`config.mk`:
```
export PLATFORM = sky130hd
export DESIGN_NAME = light_event_scheduler_table_top
export DESIGN_NICKNAME = d
export VERILOG_FILES = /design/src/design/lest_pkg.sv /design/src/design/light_event_scheduler_table_top.sv /design/src/design/lest_match.sv
export VERILOG_INCLUDE_DIRS = /design/src /design/src/design
export SDC_FILE = /design/constraint.sdc
export NUM_CORES = 1
export LEC_CHECK = 0
export ABC_AREA = 0
export BUFFER_PORTS_ARGS = -buffer_cell sky130_fd_sc_hd__buf_2
export CAP_MARGIN = 5
export CORE_ASPECT_RATIO = 0.9
export CORE_MARGIN = 2
export CORE_UTILIZATION = 41
export CTS_CLUSTER_SIZE = 12
export DETAILED_ROUTE_END_ITERATION = 10
export GPL_ROUTABILITY_DRIVEN = 0
export PLACE_DENSITY_LB_ADDON = 0.2
export SYNTH_ARGS = -nofsm -noshare
export SYNTH_HDL_FRONTEND = slang
export SYNTH_SLANG_ARGS = --single-unit
```
`constraint.sdc`:
```
create_clock -name clk -period 4.1 [get_ports clk]
set_input_delay 0.615 -clock clk [delete_from_list [all_inputs] [get_ports clk]]
set_output_delay 0.615 -clock clk [all_outputs]
set_load 0.03 [all_outputs]
```
`src/design/light_event_scheduler_table_top_macros.svh`:
```
// Assertion macros for the light event scheduler table.
// Included by modules that carry concurrent checks; depends on clk and rst in scope.
`ifndef LIGHT_EVENT_SCHEDULER_TABLE_TOP_MACROS_SVH
`define LIGHT_EVENT_SCHEDULER_TABLE_TOP_MACROS_SVH

// Same-cycle implication, disabled during reset.
`define LEST_ASSERT_NOW(lbl, ante, cons, msg) \
  lbl: assert property (@(posedge clk) disable iff (rst) (ante) |-> (cons)) else $error(msg);

// Next-cycle implication, disabled during reset.
`define LEST_ASSERT_NEXT(lbl, ante, cons, msg) \
  lbl: assert property (@(posedge clk) disable iff (rst) (ante) |=> (cons)) else $error(msg);

`endif

```
`src/design/lest_pkg.sv`:
```
// Shared types and constants for the light event scheduler table.
// No dependencies; used by lest_match and light_event_scheduler_table_top.
package lest_pkg;

  localparam int NUM_ENTRIES = 64;
  localparam int IDX_W       = (NUM_ENTRIES > 1) ? $clog2(NUM_ENTRIES) : 1;
  localparam int CNT_W       = $clog2(NUM_ENTRIES + 1);

  localparam int LIGHT_W  = 8;
  localparam int CODE_W   = 4;
  localparam int MINUTE_W = 11;
  localparam int DAY_W    = 3;

  // Request kinds
  localparam logic CMD_TICK  = 1'b0;
  localparam logic CMD_SCHED = 1'b1;

  // Day codes beyond a single weekday
  localparam logic [CODE_W-1:0] DAY_EVERY    = 4'd7;
  localparam logic [CODE_W-1:0] DAY_WEEKDAYS = 4'd8;
  localparam logic [CODE_W-1:0] DAY_WEEKEND  = 4'd9;

  // Weekdays
  localparam logic [DAY_W-1:0] SUNDAY   = 3'd0;
  localparam logic [DAY_W-1:0] MONDAY   = 3'd1;
  localparam logic [DAY_W-1:0] FRIDAY   = 3'd5;
  localparam logic [DAY_W-1:0] SATURDAY = 3'd6;

  typedef struct packed {
    logic                turn_on;
    logic [MINUTE_W-1:0] minute;
    logic [CODE_W-1:0]   code;
    logic [LIGHT_W-1:0]  light;
  } entry_t;

  typedef struct packed {
    logic [MINUTE_W-1:0] minute;
    logic [DAY_W-1:0]    day;
  } tod_t;

endpackage

```
`src/design/light_event_scheduler_table_top.sv`:
```
// Top level of the light event scheduler table: event memory, fill count and scan sequencer.
// Depends on lest_pkg, lest_match and light_event_scheduler_table_top_macros.svh.
//
// A request is taken when start is high and busy is low. A schedule request (cmd = 1)
// stores the event in the next free table slot, or is dropped when all 64 slots hold
// events; busy stays low. A tick request (cmd = 0) scans the stored events in slot
// order through a single memory read port and one compare unit, one slot per cycle,
// and keeps busy high through the scan, drain and flush states (a tick on an empty
// table leaves busy low). Each matching event yields one command on out_light and
// out_on, shown for exactly one cycle with strobe high; the final command of a tick
// also has last high and shows in the first cycle after busy falls. A tick with no
// match yields nothing.
// The receiver cannot stall: every strobe cycle must be consumed. Slots are filled in
// order and never freed, so a fill count stands in for per-slot valid bits and the
// table needs no clearing pass after reset.
`include "light_event_scheduler_table_top_macros.svh"

module light_event_scheduler_table_top (
  input  logic                          clk,
  input  logic                          rst,
  input  logic                          start,
  output logic                          busy,
  input  logic                          cmd,
  input  logic [lest_pkg::LIGHT_W-1:0]  light_id,
  input  logic [lest_pkg::CODE_W-1:0]   day_code,
  input  logic [lest_pkg::MINUTE_W-1:0] event_minute,
  input  logic                          turn_on,
  input  logic [lest_pkg::MINUTE_W-1:0] now_minute,
  input  logic [lest_pkg::DAY_W-1:0]    today,
  output logic                          strobe,
  output logic [lest_pkg::LIGHT_W-1:0]  out_light,
  output logic                          out_on,
  output logic                          last
);

  typedef enum logic [3:0] {
    S_IDLE  = 4'b0001,
    S_SCAN  = 4'b0010,
    S_DRAIN = 4'b0100,
    S_FLUSH = 4'b1000
  } state_t;

  state_t state;

  // Event table; contents are meaningful only below the fill count.
  lest_pkg::entry_t mem [lest_pkg::NUM_ENTRIES];

  logic [lest_pkg::CNT_W-1:0] count;
  logic [lest_pkg::IDX_W-1:0] rd_idx;
  lest_pkg::entry_t           rdata;
  logic                       rd_vld;
  lest_pkg::tod_t             now_q;

  // Held match: emitted once the next match or the end of the scan is known.
  logic                       pend_vld;
  lest_pkg::entry_t           pend;

  logic             accept;
  logic             sched_wr;
  logic             scan_end;
  logic             hit;
  lest_pkg::entry_t new_entry;

  assign busy     = (state != S_IDLE);
  assign accept   = start && !busy;
  assign sched_wr = accept && (cmd == lest_pkg::CMD_SCHED)
                    && (count < lest_pkg::CNT_W'(lest_pkg::NUM_ENTRIES));
  assign scan_end = ((lest_pkg::CNT_W'(rd_idx) + lest_pkg::CNT_W'(1)) == count);

  always_comb begin
    new_entry.turn_on = turn_on;
    new_entry.minute  = event_minute;
    new_entry.code    = day_code;
    new_entry.light   = light_id;
  end

  // Write the next free slot; read one slot per scan cycle.
  always_ff @(posedge clk) begin
    if (sched_wr) begin
      mem[count[lest_pkg::IDX_W-1:0]] <= new_entry;
    end
    rdata <= mem[rd_idx];
  end

  lest_match u_match (
    .entry (rdata),
    .now   (now_q),
    .hit   (hit)
  );

  always_ff @(posedge clk) begin
    if (rst) begin
      state    <= S_IDLE;
      count    <= '0;
      rd_idx   <= '0;
      rd_vld   <= 1'b0;
      pend_vld <= 1'b0;
      strobe   <= 1'b0;
    end else begin
      // Strobe on a match that releases the held one, or on the final flush.
      strobe <= (rd_vld && hit && pend_vld) || ((state == S_FLUSH) && pend_vld);
      rd_vld <= (state == S_SCAN);

      if (sched_wr) begin
        count <= count + lest_pkg::CNT_W'(1);
      end

      // Compare stage: release the held match, hold the new one.
      if (rd_vld && hit) begin
        if (pend_vld) begin
          out_light <= pend.light;
          out_on    <= pend.turn_on;
          last      <= 1'b0;
        end
        pend     <= rdata;
        pend_vld <= 1'b1;
      end

      unique case (state)
        S_IDLE: begin
          if (accept && (cmd == lest_pkg::CMD_TICK) && (count != '0)) begin
            state        <= S_SCAN;
            rd_idx       <= '0;
            pend_vld     <= 1'b0;
            now_q.minute <= now_minute;
            now_q.day    <= today;
          end
        end
        S_SCAN: begin
          if (scan_end) begin
            state <= S_DRAIN;
          end else begin
            rd_idx <= rd_idx + lest_pkg::IDX_W'(1);
          end
        end
        S_DRAIN: begin
          state <= S_FLUSH;
        end
        S_FLUSH: begin
          // Drop out of the scan; the held match, if any, is the last command.
          if (pend_vld) begin
            out_light <= pend.light;
            out_on    <= pend.turn_on;
            last      <= 1'b1;
          end
          pend_vld <= 1'b0;
          state    <= S_IDLE;
        end
        default: begin
          state <= S_IDLE;
        end
      endcase
    end
  end

  `LEST_ASSERT_NEXT(a_last_ends_tick, strobe && last, !strobe, "command follows last flag")
  `LEST_ASSERT_NOW(a_count_bound, 1'b1, count <= lest_pkg::CNT_W'(lest_pkg::NUM_ENTRIES), "fill count overflow")
  `LEST_ASSERT_NEXT(a_sched_fills, sched_wr, count == $past(count) + lest_pkg::CNT_W'(1), "schedule did not advance fill count")
  `LEST_ASSERT_NOW(a_read_in_scan, rd_vld, (state == S_SCAN) || (state == S_DRAIN), "read data outside scan")

endmodule

```
`src/design/lest_match.sv`:
```
// Shared compare unit: tests one stored event against the current time of day.
// Depends on lest_pkg.
module lest_match (
  input  lest_pkg::entry_t entry,
  input  lest_pkg::tod_t   now,
  output logic             hit
);

  logic minute_eq;
  logic day_ok;

  assign minute_eq = (entry.minute == now.minute);

  always_comb begin
    priority if (entry.code == lest_pkg::DAY_EVERY) begin
      day_ok = 1'b1;
    end else if (entry.code < lest_pkg::DAY_EVERY) begin
      day_ok = (entry.code[lest_pkg::DAY_W-1:0] == now.day);
    end else if (entry.code == lest_pkg::DAY_WEEKDAYS) begin
      day_ok = (now.day >= lest_pkg::MONDAY) && (now.day <= lest_pkg::FRIDAY);
    end else if (entry.code == lest_pkg::DAY_WEEKEND) begin
      day_ok = (now.day == lest_pkg::SUNDAY) || (now.day == lest_pkg::SATURDAY);
    end else begin
      // codes above weekend never fire
      day_ok = 1'b0;
    end
  end

  assign hit = minute_eq && day_ok;

endmodule
```
# Word-level counts from Yosys, hierarchy flattened
# Memories as Yosys holds them, arrays and structs flattened. A register that Yosys moved wholly into a read port is not among the register bits.
# Cells that the tools add are included.
# word_totals
regBits	53
latchBits	0
mem_bits_rw	1536
romBits	0
inputBits	42
out_inout_bits	12
wordCells	85
mem_count	1
# op_classes
n_addsub	3
multipliers	0
div_mod_pow	0
order_cmp	4
n_eq_ne	15
n_shift	0
mux	27
n_bitwise	2
n_reduce_logical	20
# mem_list
memory	words	width	read_ports	rd_ports_with_merged_regs	write_ports	line	source
mem	64	24	1	1	1	light_event_scheduler_table_top.sv:46	lest_pkg::entry_t mem [lest_pkg::NUM_ENTRIES];
# op_table
operator	n
$mux W8	4
$mux W1	16
$eq A4 B4 Y1 const B	3
$mux W6	2
$pmux W4 S3	1
$pmux W6 S2	1
$eq A11 B11 Y1	1
$logic_and A1 B1 Y1	10
$eq A4 B3 Y1 const B	2
$mux W4	2
$add A6 B1 Y7 const B	1
$add A7 B1 Y7 const B	1
$eq A7 B7 Y1	1
$lt A7 B7 Y1 const B	1
$reduce_bool A7 Y1	1
$add A6 B1 Y6 const B	1
$ne A2 B2 Y1 const B	3
$reduce_and A3 Y1	2
$eq A4 B1 Y1 const B	1
$eq A4 B2 Y1 const B	1
$lt A4 B3 Y1 const B	1
$ne A4 B1 Y1 const B	1
$reduce_and A2 Y1	2
$eq A3 B3 Y1	1
9 further kinds	11

# Logic depth before layout (Yosys ltp)
# logic_depth
depth_word	11
ltp_mapped	9
ltp_nobuf	7

# Cells and area by module
# Synthesis repeated with hierarchy kept, for this count alone.
# hier_totals
cells_unflattened	2690
area_unflattened_um2	61448.9
# modules_own_cells
module	instances	cells_per_inst	area_each_um2	seq_area_each_um2
light_event_scheduler_table_top	1	2654	61198.7	47996.0
lest_match	1	36	250.2	0.0

# Least setup slack after synthesis
# Ideal clock, no wire load.
# synth_timing
kind	flip-flop to flip-flop
start	register state[3]
end	memory mem[59][0] (netlist name), enable pin
setup_ps	405
t_arrival_ps	2828
t_required_ps	3695
setup_slack_ps	867
stages_incl_launch_ff	6
path_buffers	1
period_less_slack_ps	3233
path_cell_list	dfxtp_1 or4b_1 buf_2 nor4_1 nand3_1 nor2_1
# synth_via
elab_chain_cells	7
# synth_lines
element	line	source
start, declared	light_event_scheduler_table_top.sv:43	state_t state;
start signal, assigned	light_event_scheduler_table_top.sv:93	state <= S_IDLE;
start signal, assigned	light_event_scheduler_table_top.sv:122	state <= S_SCAN;
start signal, assigned	light_event_scheduler_table_top.sv:131	state <= S_DRAIN;
$ne A4 B1 Y1	light_event_scheduler_table_top.sv:64	assign busy = (state != S_IDLE);
named net busy	light_event_scheduler_table_top.sv:22	output logic busy,
$logic_not A1 Y1	light_event_scheduler_table_top.sv:65	assign accept = start && !busy;
$logic_and A1 B1 Y1	light_event_scheduler_table_top.sv:65	
$logic_and A1 B1 Y1	light_event_scheduler_table_top.sv:66	assign sched_wr = accept && (cmd == lest_pkg::CMD_SCHED)
$logic_and A1 B1 Y1	light_event_scheduler_table_top.sv:67	&& (count < lest_pkg::CNT_W'(lest_pkg::NUM_ENTRIES));
$mux W1	light_event_scheduler_table_top.sv:79	if (sched_wr) begin
$mux W1 (implied by the code)	light_event_scheduler_table_top.sv:80	mem[count[lest_pkg::IDX_W-1:0]] <= new_entry;
end, declared	light_event_scheduler_table_top.sv:46	
# The timed path passes the listed nets, and every way through them passes these cells.

==> reports/results.tsv <==
stage	metric	value	unit
critical_path	setup.worst_path.class	reg2reg	
clocking	clk_path_buf_depth	3	
timing	grt_setup_unrepaired	no	
critical_path	crit_chain	buf_12 -> buf_4 -> mux4_2 -> mux2i_1 -> a221oi_1 -> o21ai_1 -> o21ai_0	
timing	slew_viol_final	0	
synthesis	syn_inst	2705	
place	hpwl	99.8	mm
run_status	outcome	complete, no violations	
pwr	clkPwrFrac	43.2	%
detailed_routing	drtPass1Iterations	6	
critical_path	worstPathRequired	4.78	ns
floorplanning	initial_core_util	41.4	%
floorplanning	die_w	412	um
cells_and_area	utilization	47.4	%
synthesis	synth_warnings	0	
timing	fin_ws	0.578	ns
cells_and_area	layout.nets	3010	
detailed_routing	drt_iter0_markers	3860	
clocking	cts_resized	0	
critical_path	endpoint_kind	flip-flop	
global_route	grt_pass1_wl	230	mm
synthesis	synth.avg_cell_area	22.8	um2
clocking	clockRootBuffer	clkbuf_16	
global_route	grt_util_all_layers	21.6	%
pwr	leakage	21.7	nW
synthesis	synth.largest_area_cell	edfxtp_1	
critical_path	cp.depth	7	
synthesis	synth_top_area_share	76.5	%
clocking	postCtsHoldBufs	11	
pwr	ir_drop	0.336	mV
synthesis	ys_seq_area_share	78.0	%
pwr	p_comb_share	1.6	%
cells_and_area	drive_gt1_share	31.0	%
place	place_ws	0.602	ns
clocking	post_cts_buffers	0	
timing	min_period	3.52	ns
detailed_routing	wirelength	164	mm
synthesis	syn-num-nets	2750	
synthesis	synth_edf_count	1569	
place	io_buffers	53	
synthesis	ys_ff_latch	1613	
synthesis	synth.distinct_cells	59	
worst_hold_path	min_delay_path_depth	1	
synthesis	synth_commonest_cells	edfxtp_1 (1569), mux4_2 (440), nor2_1 (204), clkbuf_1 (55), mux2i_1 (51)	
pwr	p_sw_share	19.9	%
timing	timing.fmax	0.284	GHz
detailed_routing	wire_per_inst	32.4	um
timing	relSlewSlack	0.265	%
global_route	grt_max_degree	65	
critical_path	cp_slowest_cell	a221oi_1	
clocking	cts_tree	yes	
synthesis	synthArstFlopShare	0	%
pwr	finalPower	32.9	mW
clocking	numCtsBuffers	168	
critical_path	cpLargestDelayFamily	compound AO/OA/AOI/OAI gates	
global_route	antenna_found_initial	11	
pwr	seq_power_share	55.3	%
synthesis	synth.area.top_cells	edfxtp_1 (77%), mux4_2 (16%), dfxtp_1 (1.4%), nor2_1 (1.2%), mux2i_1 (0.83%)	
detailed_routing	drc_errors	0	
floorplanning	die_area	153000	um2
critical_path	startpoint_type	flip-flop	
pwr	switchingPower	6.55	mW
timing	fin_setup_tns	0	ns
timing	hold_viol	0	
synthesis	synth.most_common_cell	edfxtp_1	
critical_path	crit_fanout	37	
critical_path	r2r_cells	7	
timing	fin_skew	0.0343	ns
global_route	first_global_vias	29560	
global_route	overflow	0	
critical_path	arrival	4.20	ns
timing	setup_viol	0	
clocking	clk_pin_slew_worst_paths	0.06	ns
timing	hold_slack	0.0849	ns
place	dp.cells	4756	
detailed_routing	viasPerCell	5.89	
floorplanning	rows	134	
worst_hold_path	hp-class	in2reg	
run	cap_violations	0	
synthesis	synth_ff_type	edfxtp_1	
floorplanning	io_pins	54	
floorplanning	fp.coreArea	149000	um2
cells_and_area	area_growth_syn_to_layout	14.6	%
clocking	clock_sinks	1613	
cells_and_area	stdcell_count	5062	
pwr	power_density	466	nW/um2
critical_path	cp_slowest_stage_delay	1.18	ns
pwr	p_int	26.3	mW
critical_path	crit_buf_inv	2	
floorplanning	die_h	372	um
clocking	clk_latency	0.79	ns
timing	worstMarginPinSlew	1.50	ns
cells_and_area	final_cell_area	70600	um2
timing	finalCritPeriodShare	85.9	%
clocking	cts-htree-levels	4	
detailed_routing	drtAntennaViolNets	0	
place	placed_cell_area	65400	um2
detailed_routing	vias	29828	
synthesis	syn_area	61600	um2
## cells in the final DEF, fill, tap and decap left out, types with 15 or more instances in the layout
master / synthesis / final
edfxtp_1: 1569 / 1569
mux4_2: 440 / 440
clkbuf_16: 0 / 173
buf_4: 21 / 143
nor2_1: 204 / 140
nor2_2: 0 / 64
clkbuf_1: 55 / 53
mux2i_1: 51 / 51
buf_2: 46 / 50
dfxtp_1: 44 / 40
nand2_1: 33 / 33
clkinv_1: 1 / 30
buf_12: 0 / 27
o21ai_0: 21 / 21
xnor2_1: 17 / 17
clkinv_2: 0 / 17
nand3_1: 17 / 17
o21ai_1: 15 / 15
## cells by family after synthesis
logic type,after synthesis,synth area share (%)
buffers and inverters,152,1.20
muxes,496,17.0
AOI/OAI and AO/OA,117,1.31
and+or+nand+nor,300,2.11
adders and majority gates,3,0.0610
DFF,1613,78.0
xor gates and xnor gates,24,0.341
## final timing paths
check	startpoint	end	slack (ns)
worst min register to register	rdata[0]	pend[0]	0.41
worst max register to register	rd_idx[1]	rdata[3]	0.58
worst max-delay path	rd_idx[1]	rdata[3]	0.58
worst min-delay path	now_minute[9]	now_q[12]	0.08
## power by group through the flow
| stage | clock, mW | combinational, mW | sequential [mW] |
|---|---|---|---|
| 2_1_floorplan | 0 | 0.0865 | 18.5 |
| 3_3_place_gp | 0 | 0.484 | 18.5 |
| 3_5_place_dp | 0 | 0.511 | 18.5 |
| 4_1_cts | 14.5 | 0.520 | 18.1 |
| 5_1_grt | 15.1 | 0.542 | 18.1 |
| 6_report | 14.2 | 0.513 | 18.2 |
## worst register-to-register path: stages, from the launching register on
cell and delay, ns:
dfxtp_4 0.85, buf_12 0.39, buf_4 0.27, mux4_2 0.19, mux2i_1 0.09, a221oi_1 1.18
o21ai_1 0.29, o21ai_0 0.16
## sequential cells by signal (all words and copies together), names as in the netlist, named ones only
register  count
state         4
rdata        24
count         7
mem        1536
now_q        14
pend          9
rd_idx        6
strobe        1
pend_vld      1
rd_vld        1
## final cells by class
cell class / instances / area (um2)
Tap cell: 1972 / 2470
Sequential cell: 1613 / 48000
Fill cell: 12023 / 78200
Clock buffer: 234 / 4640
Multi-Input combinational cell: 940 / 13000
Clock inverter: 59 / 429
Timing Repair Buffer: 231 / 1970
Antenna cell: 2 / 5.00
Inverter: 11 / 46.3
## routing by layer
| metal | GRT usage (%) | part of all wire, % | vias up |
|---|---|---|---|
| met4 | 4.93 | 1.8 | 4 |
| met1 | 32.5 | 44 | 16326 |
| li1 | - | - | 11950 |
| met2 | 32.8 | 46 | 1356 |
| met3 | 4.17 | 8.3 | 192 |
| met5 | 0 | 0.016 | - |
Power figures use the tool's default switching activity.
